**config.mk**
```make
export PLATFORM = sky130hd
export DESIGN_NAME = tcw_ctrl
export DESIGN_NICKNAME = d
export VERILOG_FILES = /design/src/hdl/tcw_pkg.sv /design/src/hdl/tcw_ctrl.sv
export SDC_FILE = /design/constraint.sdc
export NUM_CORES = 1
export LEC_CHECK = 0
export BUFFER_PORTS_ARGS = -buffer_cell sky130_fd_sc_hd__buf_2
export CAP_MARGIN = 20
export CORE_AREA = 4 4 41 43
export CTS_CLUSTER_DIAMETER = 50
export CTS_CLUSTER_SIZE = 28
export DETAILED_ROUTE_END_ITERATION = 10
export DIE_AREA = 0 0 45 47
export SLEW_MARGIN = 10
export SYNTH_ARGS = -nofsm -noshare
export SYNTH_HDL_FRONTEND = slang
export SYNTH_SLANG_ARGS = --single-unit
```
**constraint.sdc**
```tcl
create_clock -name clk -period 3.85 [get_ports clk]
set_clock_uncertainty 0.05 [all_clocks]
set_input_delay 0.385 -clock clk [delete_from_list [all_inputs] [get_ports clk]]
set_output_delay 0.385 -clock clk [all_outputs]
set_load 0.1 [all_outputs]
```
**src/hdl/tcw_pkg.sv**
```systemverilog
`default_nettype none

package tcw_pkg;

    // Screen geometry.
    localparam int COLUMNS    = 80;
    localparam int ROWS       = 28;
    localparam int CELL_COUNT = COLUMNS * ROWS;
    localparam int LAST_BASE  = (ROWS - 1) * COLUMNS;

    // Derived widths.
    localparam int COL_W  = $clog2(COLUMNS);
    localparam int ROW_W  = $clog2(ROWS);
    localparam int ADDR_W = $clog2(CELL_COUNT);

    // Fixed field widths of the words.
    localparam int INDEX_W  = 12;
    localparam int CURSOR_W = 12;
    localparam int CELL_W   = 16;
    localparam int ATTR_W   = 8;
    localparam int CHAR_W   = 8;

    // Read index limit, one bit wider than the index so the count itself fits.
    localparam logic [INDEX_W:0] CELL_LIMIT = (INDEX_W + 1)'(CELL_COUNT);

    // Character codes and reset attribute.
    localparam logic [CHAR_W-1:0] CODE_NEWLINE   = 8'h0A;
    localparam logic [CHAR_W-1:0] CODE_BACKSPACE = 8'h08;
    localparam logic [CHAR_W-1:0] CODE_SPACE     = 8'h20;
    localparam logic [ATTR_W-1:0] ATTR_RESET     = 8'h0A;

    // Request codes.
    localparam logic [1:0] REQ_PUT   = 2'd0;
    localparam logic [1:0] REQ_READ  = 2'd1;
    localparam logic [1:0] REQ_CLEAR = 2'd2;

    typedef struct packed {
        logic [1:0]         req_type;
        logic [CHAR_W-1:0]  char_code;
        logic [INDEX_W-1:0] cell_index;
    } in_word_t;

    typedef struct packed {
        logic [CURSOR_W-1:0] cursor_pos;
        logic [CELL_W-1:0]   cell_data;
        logic                did_scroll;
        logic                index_error;
    } out_word_t;

    // Commands from the controller to the datapath.
    typedef struct packed {
        logic capture;
        logic do_put;
        logic rd_issue;
        logic copy_rd;
        logic fill_wr;
        logic fill_reset_val;
        logic ptr_zero;
        logic ptr_bottom;
        logic ptr_inc;
        logic cursor_home;
        logic out_load;
    } ctrl_cmd_t;

    // Status from the datapath to the controller.
    typedef struct packed {
        logic [1:0] req_type;
        logic       put_scroll;
        logic       ptr_copy_end;
        logic       ptr_store_end;
    } dp_status_t;

endpackage

`default_nettype wire

```
**src/hdl/tcw_ctrl.sv**
```systemverilog
`default_nettype none

module tcw_ctrl
    import tcw_pkg::*;
(
    input  logic       clk,
    input  logic       rst_n,
    input  logic       in_valid,
    output logic       in_ready,
    input  logic       out_ready,
    output logic       out_valid,
    input  dp_status_t st,
    output ctrl_cmd_t  cmd
);

    typedef enum logic [2:0] {
        ST_INIT,
        ST_IDLE,
        ST_DISPATCH,
        ST_SCROLL_COPY,
        ST_SCROLL_DRAIN,
        ST_SCROLL_BLANK,
        ST_CLEAR_FILL,
        ST_DONE
    } state_t;

    state_t state_reg;
    state_t state_next;
    logic   out_valid_reg;
    logic   out_valid_next;

    // Next state and commands.
    always_comb
    begin
        cmd            = '0;
        state_next     = state_reg;
        out_valid_next = out_valid_reg && !out_ready;
        unique case (state_reg) inside
            ST_INIT:
            begin
                cmd.fill_wr        = 1'b1;
                cmd.fill_reset_val = 1'b1;
                if (st.ptr_store_end)
                begin
                    state_next = ST_IDLE;
                end
                else
                begin
                    cmd.ptr_inc = 1'b1;
                end
            end
            ST_IDLE:
            begin
                if (in_valid)
                begin
                    cmd.capture = 1'b1;
                    state_next  = ST_DISPATCH;
                end
            end
            ST_DISPATCH:
            begin
                unique case (st.req_type)
                    REQ_PUT:
                    begin
                        cmd.do_put = 1'b1;
                        if (st.put_scroll)
                        begin
                            cmd.ptr_zero = 1'b1;
                            state_next   = ST_SCROLL_COPY;
                        end
                        else
                        begin
                            state_next = ST_DONE;
                        end
                    end
                    REQ_READ:
                    begin
                        cmd.rd_issue = 1'b1;
                        state_next   = ST_DONE;
                    end
                    REQ_CLEAR:
                    begin
                        cmd.cursor_home = 1'b1;
                        cmd.ptr_zero    = 1'b1;
                        state_next      = ST_CLEAR_FILL;
                    end
                    default:
                    begin
                        state_next = ST_DONE;
                    end
                endcase
            end
            ST_SCROLL_COPY:
            begin
                cmd.copy_rd = 1'b1;
                if (st.ptr_copy_end)
                begin
                    cmd.ptr_bottom = 1'b1;
                    state_next     = ST_SCROLL_DRAIN;
                end
                else
                begin
                    cmd.ptr_inc = 1'b1;
                end
            end
            ST_SCROLL_DRAIN:
            begin
                state_next = ST_SCROLL_BLANK;
            end
            ST_SCROLL_BLANK, ST_CLEAR_FILL:
            begin
                cmd.fill_wr = 1'b1;
                if (st.ptr_store_end)
                begin
                    state_next = ST_DONE;
                end
                else
                begin
                    cmd.ptr_inc = 1'b1;
                end
            end
            ST_DONE:
            begin
                if (!out_valid_reg || out_ready)
                begin
                    cmd.out_load   = 1'b1;
                    out_valid_next = 1'b1;
                    state_next     = ST_IDLE;
                end
            end
            default:
            begin
                state_next = ST_IDLE;
            end
        endcase
    end

    // State and registered outputs.
    always_ff @(posedge clk or negedge rst_n)
    begin
        if (!rst_n)
        begin
            state_reg     <= ST_INIT;
            out_valid_reg <= 1'b0;
        end
        else
        begin
            state_reg     <= state_next;
            out_valid_reg <= out_valid_next;
        end
    end

    assign in_ready  = (state_reg == ST_IDLE);
    assign out_valid = out_valid_reg;

`ifndef ASSERT_OFF
    // A new result word is only loaded into a free or departing output slot.
    assert property (@(posedge clk) disable iff (!rst_n)
        cmd.out_load |-> (!out_valid_reg || out_ready))
        else $error("result word overwritten");
`endif

endmodule

`default_nettype wire

```
==> results.ini, run 1 <==
[sta]
worst_pin_slew_ns = 0.491
hold-worst-slack_ns = 0.413
finalHoldViolCount = 0
fin_crit_sh = 0.611
slew_headroom = 0.675
fin_setup_tns_ns = 0
setup_viol_count_final = 0
fmax_mhz = 425
slew_violations = 0
final.min_clock_period_ns = 2.35
grt_setup_unrepaired = no

[drt]
drcViolationCount = 0
wire_per_inst_um = 10.6
antenna_left = 0
routed_wl_um = 904
avgViaCountPerCell = 4.62
first_pass_iters = 4
drt_iter0_markers = 2
vias = 393

[global_routing]
overflow = 0
grt_pass1_vias = 344
grt_antenna_before_repair = 0
grt_pass1_wl_um = 1420
track_usage = 0.0959
grt_max_degree = 12

[clock_network]
cts_buffers = 3
htree_levels = 1
path_clk_slew_ns = 0.04
cts_root_buf = clkbuf_4
cts_buffer_depth = 2
post_cts_buffers = 0
clock_latency_ns = 0.23
clock_sinks = 4
cts_tree = yes

[synth]
synthMuxAreaShare = 0.0364
synth_top_family_by_area = simple AND/OR/NAND/NOR gates
syn_inst = 46
synth.ff_latch_count = 4
yosysSeqAreaShare = 0.242
synth_cell_types = 23
synth_top_area_share = 0.242
syn_area_um2 = 413
synth_xor_area_frac = 0
synth_top_cell_by_area = dfrtp_1
ys_async_sr_fraction = 1.00
synth_edf_count = 0
yosys.area_share.simple = 0.291
synth.area.top_cells = dfrtp_1, ha_1, o32ai_4
synth_fa_ha_area_frac = 0.121
synth-compound-area-share = 0.242
syn_nets = 59
ys.flop_type = dfrtp_1
synth.avg_cell_area_um2 = 8.98
synth_warnings = 0

[cells_and_area]
drive_gt1_frac = 0.457
fin_nets = 85
stdcell_count = 85
synthToLayoutAreaGrowth_pct = 38.2
antenna_cells_inserted = 0
largest_reg_flops = 3
fin_util = 0.438

[worst_setup_path]
crit_fanout = 7
worstPathRequired_ns = 3.41
cp.arrival_ns = 1.92
worstSetupEndpoint = cmd[2]
r2r_setup_slack_ns = 2.03
r2r_end = state_reg[1]$_DFFE_PN0P_
crit_path_start_kind = register
r2r-start = state_reg[0]$_DFFE_PN0P_
crit_type = reg -> out
cp-startpoint = state_reg[0]$_DFFE_PN0P_
worstRegToRegCells = 6
crit_path_end_kind = output pin

[flow_run]
max_cap_violations = 0

[place]
dp.cells = 81
dp_hpwl_um = 779
place_congestion = 0.716
port_buffers = 21

[floorplan]
io_pins = 22
chipWidth_um = 45
core_area_mm2 = 0.00130
start_util = 0.317
die_h_um = 47
die-area_mm2 = 0.00212
rows = 13

[outcome]
outcome = complete, no violations

[worst_hold_path]
hold_class = in -> reg

layout make-up:
cell class / count / area, µm²
Tap cell: 15 / 18.8
Timing Repair Buffer: 22 / 115
Fill cell: 144 / 731
Sequential cell: 4 / 100
Inverter: 6 / 22.5
Multi-Input combinational cell: 35 / 292
Clock buffer: 3 / 22.5
kinds of logic (layout without fill, tap and decap cells):
kind of cell,Yosys count,in the layout
AO/OA/AOI/OAI,11,11
multiplexers,1,1
AND/OR/NAND/NOR,19,19
buffers and inverters,7,31
adder cells (fa/ha/maj),4,4
flip-flops,4,4
through the flow:
step | worst slack, ns | area (µm²)
floorplan | 0.422 | 419
finish | 1.50 | 571
detailed placement | 1.74 | 538
CTS | 1.49 | 571
global route | 1.37 | 571
global placement | 1.77 | 538
how the worst min path moves through the flow:
stage / start / end / cells after the start
detailed placement: rst_n / state_reg[2]$_DFFE_PN0P_ / 1
global placement: rst_n / out_valid$_DFF_PN0_ / 1
floorplan: rst_n / out_valid$_DFF_PN0_ / 0
finish: out_ready / out_valid$_DFF_PN0_ / 3
global route: rst_n / out_valid$_DFF_PN0_ / 2
CTS: out_ready / out_valid$_DFF_PN0_ / 3
repair_timing:
action                                  in CTS  in global routing
hold buffers                                 1                  0
gates resized for setup                      0                  0
endpoints found under the hold margin        4                  0
endpoints found under the setup margin       0                  0
cells in the mapped netlist (2+ instances only):
master,n
ha_1,4
inv_1,5
nor2b_1,3
o21ai_0,2
and2_1,4
nand2_1,3
nor3b_2,2
nor2_1,3
dfrtp_1,4
nand2b_1,2
o31ai_1,2
worst max-delay path: stages (launching register included):
cell	delay, ns
dfrtp_1	0.40
inv_1	0.09
ha_1	0.27
nor3b_2	0.10
o32ai_4	0.33
buf_2	0.49
layer usage:
layer,GRT usage,part of all wire
met1,0.106,0.41
met2,0.158,0.50
met3,0.0613,0.081
met4,0.0175,0
met5,0,0
cells in the final DEF, fill, tap and decap left out:
| cell type | instances |
|---|---|
| nand2_1 | 3 |
| o32a_1 | 1 |
| o32ai_4 | 1 |
| buf_2 | 21 |
| a21oi_1 | 1 |
| o21ai_0 | 2 |
| nand2b_1 | 2 |
| a21oi_2 | 1 |
| nor3b_2 | 2 |
| inv_1 | 5 |
| dfrtp_1 | 4 |
| nor2_2 | 1 |
| o31ai_1 | 2 |
| nor2b_1 | 3 |
| o41ai_1 | 1 |
| dlygate4sd3_1 | 1 |
| ha_1 | 4 |
| mux2_4 | 1 |
| inv_2 | 1 |
| a21o_1 | 1 |
| clkbuf_4 | 3 |
| o21a_1 | 1 |
| nor4bb_2 | 1 |
| and2_1 | 4 |
| nor2_1 | 3 |
Power of run 1 is left out: the tool's default activity adds up to more than one toggle a clock period on the data nets, which glitch-free logic cannot reach.
==> run 2, diff against run 1 <==
Clock period 3.85 ns to 2.2 ns, I/O delays scaled along.
==> run 2 against run 1 <==
Clock-buffer cell count did not move. Routed wire length is 1.5% higher. Core utilization rose by 5.3 points. Register-to-register slack got worse by 1.6 ns. Final cell count is 1.2% higher. Flip-flop and latch count stayed put. Worst hold slack got worse by 0.16 ns. Sequential share of layout area fell by 1.9 points. Die area unchanged. Global-route usage about the same. Setup slack got worse by 1.4 ns. Critical endpoint unchanged.
==> results.ini, run 2 (synthesized netlist as in run 1, its figures left out) <==
[clock_network]
cts_buffer_depth = 2  ; unchanged
cts_buffers = 3  ; unchanged
ctsHoldBuffers = 1  ; unchanged
htree_levels = 1  ; unchanged
clock_sinks = 4  ; unchanged
path_clk_slew_ns = 0.04  ; about the same
cts_resized = 0  ; unchanged
clock_latency_ns = 0.24  ; about the same
cts_tree = yes
cts_root_buf = clkbuf_4
post_cts_buffers = 0  ; unchanged

[worst_setup_path]
crit_path_end_kind = output pin
critPathMaxStageDelay_ns = 0.49  ; about the same
critPathSlowestCell = buf_2
path_cells = inv_2, ha_4, nor3b_4, o32ai_4, buf_2
crit_type = reg -> out
crit_fanout = 7  ; unchanged
cp.arrival_ns = 1.84  ; -0.08 ns
worstPathRequired_ns = 1.93  ; -1.48 ns
crit_path_start_kind = register

[cells_and_area]
final_common_cell = buf_2
stdcell_count = 86  ; +1.2%
antenna_cells_inserted = 0  ; unchanged
largest_reg_flops = 3  ; unchanged
n_fill_cell = 134  ; -6.9%
drive_gt1_frac = 0.620  ; +0.163
synthToLayoutAreaGrowth_pct = 54.8
fin_nets = 86  ; +1.2%
layout_common_cells = buf_2, dfrtp_1, inv_2, nand2_1, clkbuf_4

[drt]
avgViaCountPerCell = 4.69  ; +1.4%
drcViolationCount = 0  ; unchanged
routed_wl_um = 918  ; +1.5%
vias = 403  ; +2.5%
first_pass_iters = 2  ; -2
antenna_left = 0  ; unchanged
drt_iter0_markers = 4  ; +2
wire_per_inst_um = 10.7  ; +0.37%

[sta]
fin_crit_sh = 0.957
slew_headroom = 0.677  ; +0.00175
setup_slack_ns = 0.0936  ; -1.41 ns
fin_setup_tns_ns = 0  ; unchanged
finalHoldViolCount = 0  ; unchanged
grt_setup_unrepaired = no
final.min_clock_period_ns = 2.11
setup_viol_count_final = 0  ; unchanged
hold-worst-slack_ns = 0.254  ; -0.159 ns
worst_pin_slew_ns = 0.488  ; -0.00265 ns
slew_violations = 0  ; unchanged
fmax_mhz = 475

[place]
dp.cells = 82  ; +1.2%
dp_hpwl_um = 798  ; +2.4%
port_buffers = 21  ; unchanged
preCtsSetupSlack_ns = 0.342  ; -1.40 ns
place_congestion = 0.748  ; +4.5%

[global_routing]
grt_antenna_before_repair = 0  ; unchanged
grt_max_degree = 8  ; -4
grt_pass1_wl_um = 1450  ; +2.0%
overflow = 0  ; unchanged
track_usage = 0.0960  ; +0.000152
grt_pass1_vias = 371  ; +7.8%

[outcome]
outcome = complete, no violations

[floorplan]
die-area_mm2 = 0.00212  ; unchanged
start_util = 0.317  ; unchanged
core_area_mm2 = 0.00130  ; unchanged
rows = 13  ; unchanged
chipWidth_um = 45  ; unchanged
die_h_um = 47  ; unchanged
io_pins = 22  ; unchanged

[flow_run]
max_cap_violations = 0  ; unchanged

[worst_hold_path]
hold_class = in -> reg

[run 2: cell types whose count changed in the layout (fill, tap and decap cells not counted), sizes merged]
cell      previous run  this run
buf                 21        22
clkinvlp             0         1
inv                  6         5
[run 2: worst max-delay path: cells and delay by family, from the launching register on]
family                   cells  cell delay, ns
adder cells (fa/ha/maj)      1            0.17
AO/OA/AOI/OAI                1            0.32
flip-flops                   1            0.44
AND/OR/NAND/NOR              1            0.06
buffers and inverters        2            0.60
[run 2: stage by stage]
| step | area [µm²] | util |
|---|---|---|
| detailed placement | 607 | 0.466 |
| global route | 639 | 0.491 |
| floorplan | 480 | - |
| CTS | 639 | 0.491 |
| global placement | 607 | 0.466 |
| finish | 639 | 0.491 |
[run 2: routing by layer]
metal	part of all wire	track usage	routed length, µm	vias to the layer above
li1	-	-	-	213
met1	0.44	0.106	408	176
met2	0.46	0.161	423	12
met3	0.072	0.0345	66	2
met4	0.022	0.0526	20	0
met5	0	0	0	-
[run 2: final cells by class]
cell class	count	area (µm²)	share of cell area
inverters	6	26.3	0.0411
flip-flops and latches	4	100	0.157
clock buffers	3	22.5	0.0352
multi-input cells	35	349	0.546
well taps	15	18.8	0.0294
repair buffers	23	123	0.192
[run 2: path summary, 6_finish.rpt]
kind	start	to	slack (ns)	cells after the start
max	state_reg[0]$_DFFE_PN0P_	cmd[2]	0.09	5
min	out_ready	out_valid$_DFF_PN0_	0.25	3
max reg2reg	state_reg[0]$_DFFE_PN0P_	state_reg[1]$_DFFE_PN0P_	0.44	6
min reg2reg	out_valid$_DFF_PN0_	out_valid$_DFF_PN0_	0.49	2
max in group asynchronous	rst_n	state_reg[1]$_DFFE_PN0P_	1.71	2
min in group asynchronous	rst_n	state_reg[2]$_DFFE_PN0P_	0.27	2
Power of run 2 is left out for the same reason.
